==> src/hdl/ms_pkg.sv <==
// ----------------------------------------------------------------------------
// ms_pkg
// Shared constants and controller/datapath command and status types for the
// merge sorter.
// ----------------------------------------------------------------------------
package ms_pkg;

    localparam int MAX_ITEMS = 64;
    localparam int DATA_W    = 32;

    // controller -> datapath
    typedef struct packed {
        logic load;       // input transfer this cycle
        logic init;       // set up first merge pass
        logic merge;      // one merge step
        logic emit_addr;  // read port 0 at the emit index
        logic emit_load;  // capture result into the output register
        logic finish;     // run complete, clear count and drop flag
    } cmd_t;

    // datapath -> controller
    typedef struct packed {
        logic passes_done;  // run width already covers the set
        logic pass_end;     // this merge step ends a pass
        logic out_final;    // result in the output register ends the run
    } status_t;

endpackage

==> src/hdl/ms_ctrl.sv <==
// ----------------------------------------------------------------------------
// ms_ctrl
// Sequencer: load, merge passes, emit with handshake.
// ----------------------------------------------------------------------------
module ms_ctrl (
    input  logic            clk,
    input  logic            rst_n,
    input  logic            in_valid,
    input  logic            in_last,
    output logic            in_ready,
    output logic            out_valid,
    input  logic            out_ready,
    input  ms_pkg::status_t status,
    output ms_pkg::cmd_t    cmd
);

    localparam logic [2:0] S_IDLE    = 3'd0;
    localparam logic [2:0] S_INIT    = 3'd1;
    localparam logic [2:0] S_PRIME   = 3'd2;
    localparam logic [2:0] S_MERGE   = 3'd3;
    localparam logic [2:0] S_EMIT_RD = 3'd4;
    localparam logic [2:0] S_EMIT_LD = 3'd5;
    localparam logic [2:0] S_HOLD    = 3'd6;

    logic [2:0] state_reg, state_next;
    logic       in_xfer, out_xfer;

    assign in_ready  = (state_reg == S_IDLE);
    assign out_valid = (state_reg == S_HOLD);
    assign in_xfer   = in_valid && in_ready;
    assign out_xfer  = out_valid && out_ready;

    always_comb
    begin
        cmd        = '0;
        state_next = state_reg;
        unique case (state_reg)
            S_IDLE:
            begin
                cmd.load = in_xfer;
                if (in_xfer && in_last)
                    state_next = S_INIT;
            end
            S_INIT:
            begin
                cmd.init   = 1'b1;
                state_next = S_PRIME;
            end
            S_PRIME:
            begin
                // first reads of the pass are in flight; the last write of
                // the previous pass has landed
                state_next = status.passes_done ? S_EMIT_RD : S_MERGE;
            end
            S_MERGE:
            begin
                cmd.merge = 1'b1;
                if (status.pass_end)
                    state_next = S_PRIME;
            end
            S_EMIT_RD:
            begin
                cmd.emit_addr = 1'b1;
                state_next    = S_EMIT_LD;
            end
            S_EMIT_LD:
            begin
                cmd.emit_load = 1'b1;
                state_next    = S_HOLD;
            end
            S_HOLD:
            begin
                if (out_xfer)
                begin
                    cmd.finish = status.out_final;
                    state_next = status.out_final ? S_IDLE : S_EMIT_RD;
                end
            end
            default:
            begin
                state_next = S_IDLE;
            end
        endcase
    end

    always_ff @(posedge clk or negedge rst_n)
    begin
        if (!rst_n)
            state_reg <= S_IDLE;
        else
            state_reg <= state_next;
    end

endmodule

==> config.mk <==
export PLATFORM = sky130hd
export DESIGN_NAME = ms_ctrl
export DESIGN_NICKNAME = d
export VERILOG_FILES = /design/src/hdl/ms_pkg.sv /design/src/hdl/ms_ctrl.sv
export SDC_FILE = /design/constraint.sdc
export NUM_CORES = 1
export LEC_CHECK = 0
export BUFFER_PORTS_ARGS = -buffer_cell sky130_fd_sc_hd__buf_2
export CELL_PAD_IN_SITES_DETAIL_PLACEMENT = 1
export CELL_PAD_IN_SITES_GLOBAL_PLACEMENT = 1
export CORE_AREA = 2 2 39 41
export DETAILED_ROUTE_END_ITERATION = 16
export DIE_AREA = 0 0 41 43
export GPL_TIMING_DRIVEN = 1
export PLACE_DENSITY = 0.62
export SYNTH_ARGS = -nofsm -noshare
export SYNTH_HDL_FRONTEND = slang
export SYNTH_SLANG_ARGS = --single-unit
==> constraint.sdc <==
create_clock -name clk -period 1.35 [get_ports clk]
set_clock_uncertainty 0.2 [all_clocks]
set_input_delay 0.27 -clock clk [delete_from_list [all_inputs] [get_ports clk]]
set_output_delay 0.27 -clock clk [all_outputs]
set_load 0.03 [all_outputs]
After elaboration in Yosys (flattened, before gate mapping)

Cells that the tools add are included.
W data, S select, Z words.

Memories kept: 0
Bits in latches: 0
Bits in read-only memories: 0
Memory bits (writable): 0
Output and inout port bits: 8
Register bits: 3
Word-level logic and storage cells: 28
Input port bits: 8

Muxes and demuxes: 13
Shift operators: 0
$mul: 0
Reductions and logical operators: 5
Order comparisons: 0
Div/mod/pow operators: 0
Bitwise operators: 0
Add/subtract/negate cells: 0
Equality and inequality tests: 9

Operators by type and width:

| cell                 | count |
|---|---|
| $pmux W3 S7          | 1 |
| $mux W3              | 5 |
| $eq A3 B3 Y1 const B | 3 |
| $mux W1              | 7 |
| $eq A3 B2 Y1 const B | 2 |
| $ne A2 B1 Y1 const B | 2 |
| $eq A3 B1 Y1 const B | 1 |
| $logic_and A1 B1 Y1  | 3 |
| $logic_not A3 Y1     | 1 |
| $reduce_and A3 Y1    | 1 |
| $ne A2 B2 Y1 const B | 1 |

Depth between registers and ports, before layout

Gate-level depths: netlist (run 1).

Depth in word-level cells: 5
Depth in mapped cells: 3

Least setup slack after synthesis (run 1)

OpenSTA, ideal clock, no wires.

Path type: reg-to-output
Start point: register state_reg[2]
End point: output cmd[5] (netlist bit)
Data arrival time: 1371 ps
Setup slack: -491 ps
Required time: 880 ps
Cell stages (with the launch flop): 4
Buffers on the path: 1
Cells stage by stage: dfrtp_1 > buf_6 > nor3_2 > and2_1

RTL lines:

| what                     | RTL line      | source |
|---|---|---|
| start: declaration       | ms_ctrl.sv:25 | `logic [2:0] state_reg, state_next;` |
| start signal: assignment | ms_ctrl.sv:91 | `state_reg <= state_next;` |
| end: declaration         | ms_ctrl.sv:14 | `output ms_pkg::cmd_t cmd` |

==> results_dict.tcl, run 1 <==
set metrics [dict create \
    status "finished, violations left" \
    violations "setup timing" \
    n_antenna_cell 0 \
    power_mw 1.68 \
    regArea_um2 78.8 \
    min-delay-path-class "primary input to register" \
    worst_setup_path_start_kind "register" \
    viasPerCell 4.38 \
    synthTopCellsByArea "dfrtp_1, buf_6, nand3b_4, o32ai_2, mux2_4" \
    die_h_um 43 \
    grt_pass1_wl_mm 1.41 \
    clkSlewWorstSetupHoldPaths_ns 0.04 \
    overflow 0 \
    fin_nets 69 \
    vias 333 \
    p_leak_nw 0.309 \
    finalCriticalPeriod_ns 1.66 \
    stdcell_area_um2 643 \
    drcViolationCount 0 \
    ios 16 \
    grt_pass1_vias 362 \
    relSlewSlack 0.867 \
    multi_input_area_um2 239 \
    cap_viol_max_count 0 \
    clockBufferDepth 2 \
    critPathKind "register to output port" \
    hold_viol_final 0 \
    clk_latency_ns 0.23 \
    drt-pass1-iter-count 2 \
    cts_tree "yes" \
    grt_usage 0.120 \
    synth_area_per_cell_um2 9.92 \
    synth_top_area_frac 0.270 \
    r2r_slack_ns -0.04 \
    hold_depth 2 \
    setup_slack_ns -0.308 \
    place_congestion 0.657 \
    yosysWarningCount 0 \
    n_fill_cell 162 \
    cts.sinks 3 \
    placed_cell_area_um2 457 \
    fp-row-count 14 \
    period_share 1.23 \
    tightest_slew_ns 0.200 \
    cts_max_level 1 \
    coreArea_um2 1380 \
    ys_seq_area_frac 0.270 \
    powerDensity_nw_per_um2 2620 \
    drtIter0Drc 1 \
    hpwl_um 666 \
    syn_inst 28 \
    synth_cell_types 20 \
    wirelength_um 949 \
    reg2regPathDepth 4 \
    portBuffers 15 \
    ir_drop_uv 1040 \
    required_ns 0.88 \
    layout-drive-gt1-share 0.867 \
    syn_nets 36 \
    clock-root-buffer "clkbuf_4" \
    finalSetupViolCount 10 \
    cp.arrival_ns 1.19 \
    wire_per_inst_um 12.5 \
    final-max-slew-violation-count 0 \
    die_area_um2 1760 \
    start_util 0.201 \
    rsz0062_at_grt "yes" \
    area_growth_pct 132 \
    ys_ff_latch 3 \
    grt_max_degree 8 \
    crit_fanout 7 \
    clock.fmax_mhz 603 \
    ant_nets 0 \
    syn-cell-area_um2 278 \
    antenna_found_initial 0 \
    numCtsBuffers 3 \
    largest_reg_flops 3 \
    yosys.area.top_type "dfrtp_1" \
    die_w_um 41 \
    critPathCaptureType "output port" \
]
==> critical path, cell delays in order, from the launching register on <==
cell	delay [ns]
dfrtp_2	0.47
buf_6	0.15
nor3b_4	0.19
buf_6	0.15
==> repair_timing <==
action,4_1_cts,5_1_grt
hold endpoints to repair,3,0
endpoints found under the setup margin,10,11
pin swaps,3,5
hold buffers,1,0
gates resized for setup,24,5
setup buffers,3,3
==> final timing paths <==
check	from	endpoint
hold reg to reg	state_reg[1]	state_reg[0]
max in group asynchronous	rst_n	state_reg[2]
setup / recovery	state_reg[1]	cmd[2]
setup reg to reg	state_reg[0]	state_reg[0]
min in group asynchronous	rst_n	state_reg[1]
hold / removal	out_ready	state_reg[1]
==> cells in the final DEF, fill, tap and decap left out, drive strengths merged <==
cell	n
nor3	2
dlygate4sd3	1
dfrtp	3
buf	30
a211o	1
nand3b	1
a21bo	1
nor2	2
and2	1
nor2b	1
a21oi	2
inv	2
o32ai	1
nor3b	2
o221ai	1
nand2b	2
nor4bb	1
nand2	1
clkbuf	4
mux2	1
==> metrics by stage <==
stage / std cells / utilization / TNS [ns] / worst slack [ns] / hold slack, ns
after floorplan: 28 / - / -0.591 / -0.241 / -0.226
after global placement: 66 / 0.330 / -0.873 / -0.152 / -0.131
after detailed placement: 66 / 0.330 / -1.23 / -0.206 / -0.131
after CTS: 74 / 0.436 / -2.34 / -0.331 / 0.0894
after global routing: 76 / 0.465 / -2.74 / -0.365 / 0.0859
final: 76 / 0.465 / -2.23 / -0.308 / 0.0841
==> final cells by class <==
type                    instances  area share
repair buffers                 31       0.422
multi-input cells              20       0.372
flip-flops and latches          3       0.123
clock buffers                   4      0.0409
well taps                      16      0.0311
inverters                       2      0.0117
==> cells in the mapped netlist <==
cell / instances
nand2b_1: 2
and2_1: 1
a211o_1: 1
a21bo_2: 1
nor2b_1: 1
buf_6: 2
o32ai_2: 1
a21oi_1: 2
nand3b_4: 1
nor3b_1: 2
nand2_1: 1
inv_1: 2
nor3_1: 1
nor4bb_1: 1
mux2_4: 1
nor2_1: 2
o221ai_1: 1
buf_4: 1
nor3_2: 1
dfrtp_1: 3
==> per-layer routing <==
metal,up-vias,track usage,share of wire
met5,-,0,0
met4,0,0.0800,0
met3,0,0.0314,0.048
met2,11,0.191,0.61
met1,160,0.129,0.34
li1,162,-,-
==> cells by family after synthesis <==
kind of cell	after synthesis	synth area share
mux	1	0.0540
flops	3	0.270
buf+inv	5	0.135
compound gates	6	0.194
simple gates	13	0.347
==> report_power, final <==
group	switching [mW]	internal, mW	total (mW)
sequential	0.122	0.145	0.267
combinational	0.530	0.732	1.26
clock	0.0447	0.111	0.155
total	0.697	0.988	1.68
(Power assumes the default switching activity.)
==> inputs of run 2 (changes only) <==
--- a/config.mk
+++ b/config.mk
@@ -12,7 +12,9 @@
 export DETAILED_ROUTE_END_ITERATION = 16
 export DIE_AREA = 0 0 41 43
 export GPL_TIMING_DRIVEN = 1
-export PLACE_DENSITY = 0.62
+export PLACE_DENSITY = 0.64
+export RECOVER_POWER = 100
+export SETUP_SLACK_MARGIN = 0.4
 export SYNTH_ARGS = -nofsm -noshare
 export SYNTH_HDL_FRONTEND = slang
 export SYNTH_SLANG_ARGS = --single-unit
==> constraint.sdc (replaced) <==
create_clock -name clk -period 1.4 [get_ports clk]
set_clock_uncertainty 0.2 [all_clocks]
set_input_delay 0.28 -clock clk [delete_from_list [all_inputs] [get_ports clk]]
set_output_delay 0.28 -clock clk [all_outputs]
set_load 0.03 [all_outputs]
==> results_dict.tcl, run 2 (synthesis results as in run 1) <==
set metrics [dict create \
    powerDensity_nw_per_um2 2520 \
    area_growth_pct 138 \
    hpwl_um 617 \
    violations "setup timing" \
    antenna_found_initial 0 \
    power_mw 1.67 \
    mostFrequentLayoutCells "buf_6, buf_4, buf_2" \
    ant_nets 0 \
    start_util 0.201 \
    dp_slack_ns -0.148 \
    die_area_um2 1760 \
    grt_pass1_wl_mm 1.19 \
    worst_setup_path_start_kind "register" \
    grt_pass1_vias 328 \
    relSlewSlack 0.829 \
    vias 340 \
    hold_depth 2 \
    min_to "state_reg[1]" \
    cts_tree "yes" \
    drt-pass1-iter-count 1 \
    die_h_um 43 \
    clockBufferDepth 2 \
    numCtsBuffers 3 \
    layout-drive-gt1-share 0.836 \
    n_antenna_cell 0 \
    wirelength_um 869 \
    crit_path_top_delay_cell "dfrtp_2" \
    cts.sinks 3 \
    clock.fmax_mhz 597 \
    min_from "out_ready" \
    crit_fanout 6 \
    die_w_um 41 \
    met2_wirelength_um 510 \
    place_congestion 0.627 \
    stdcell_count 77 \
    cp.arrival_ns 1.20 \
    min-delay-path-class "primary input to register" \
    r2r_slack_ns -0.03 \
    met3_length_um 43 \
    hold_viol_final 0 \
    clkSlewWorstSetupHoldPaths_ns 0.04 \
    finalSetupViolCount 9 \
    reg2reg_to "state_reg[2]" \
    fp-row-count 14 \
    rsz0062_at_grt "yes" \
    finalCriticalPeriod_ns 1.68 \
    tightest_slew_ns 0.253 \
    final_common_cell "buf_6" \
    setup_slack_ns -0.276 \
    p_leak_nw 0.307 \
    top_layer "met3" \
    fin_tns_setup_ns -1.91 \
    drtIter0Drc 0 \
    status "finished, violations left" \
    largest_reg_flops 3 \
    fin_nets 70 \
    clk_latency_ns 0.23 \
    dp.cells 66 \
    critPathCaptureType "output port" \
    clock-root-buffer "clkbuf_4" \
    critPathKind "register to output port" \
    cpPeakStageDelay_ns 0.48 \
    period_share 1.20 \
    cts_max_level 1 \
    grt_usage 0.0974 \
    required_ns 0.92 \
    ir_drop_uv 1100 \
    reg2regPathDepth 4 \
    final-max-slew-violation-count 0 \
    coreArea_um2 1380 \
    fin_util 0.478 \
    ios 16 \
    grt_max_degree 7 \
    wire_per_inst_um 11.3 \
    wl_met1_um 315 \
    viasPerCell 4.42 \
    overflow 0 \
    cap_viol_max_count 0 \
    portBuffers 15 \
    drcViolationCount 0 \
    path_cells "buf_6 -> nor3b_2 -> buf_4" \
    reg2reg_from "state_reg[1]" \
]
## run 2: stage by stage
step / hold slack, ns / cell area (µm²)
after global routing: 0.119 / 662
after global placement: -0.121 / 460
after detailed placement: -0.120 / 460
final: 0.113 / 662
after CTS: 0.109 / 612
after floorplan: -0.216 / 324
## run 2: worst max-delay path by stage
stage            startpoint      to  slack [ns]  depth (start not counted)
3_5_place_dp   state_reg[2]  cmd[3]       -0.15                          3
4_1_cts        state_reg[1]  cmd[2]       -0.28                          3
2_1_floorplan  state_reg[2]  cmd[5]       -0.20                          3
3_3_place_gp   state_reg[1]  cmd[2]       -0.11                          3
6_report       state_reg[1]  cmd[2]       -0.28                          3
5_1_grt        state_reg[1]  cmd[2]       -0.31                          3
## run 2: per-layer routing
layer	global-route usage	vias up
met5	0	-
met3	0.0157	0
met2	0.178	11
met1	0.0997	164
met4	0.0400	0
li1	-	165
## run 2: power breakdown
part / total, mW / switching, mW / leakage (nW) / internal [mW]
Sequential: 0.251 / 0.111 / 0.0329 / 0.140
Clock: 0.149 / 0.0422 / 0.0150 / 0.107
Combinational: 1.27 / 0.518 / 0.259 / 0.749
## run 2: timing repair
action,CTS,global route
pin swaps,3,1
gates resized for setup,20,9
hold buffers,1,0
endpoints found under the hold margin,3,0
buffers inserted,4,2
endpoints found under the setup margin,11,11
## run 2: area by class of cell
cell class	instances	area [µm²]
inverter	2	11.3
clock buffer	4	26.3
multi-input combinational	20	224
fill	157	722
sequential	3	78.8
timing repair buffer	32	302
tap	16	20.0
## run 2: worst max-delay path: cells and delay by family (launching register included)
kind / cells / cell delay, ns
DFF: 1 / 0.48
and+or+nand+nor: 1 / 0.15
buffers and inverters: 2 / 0.33
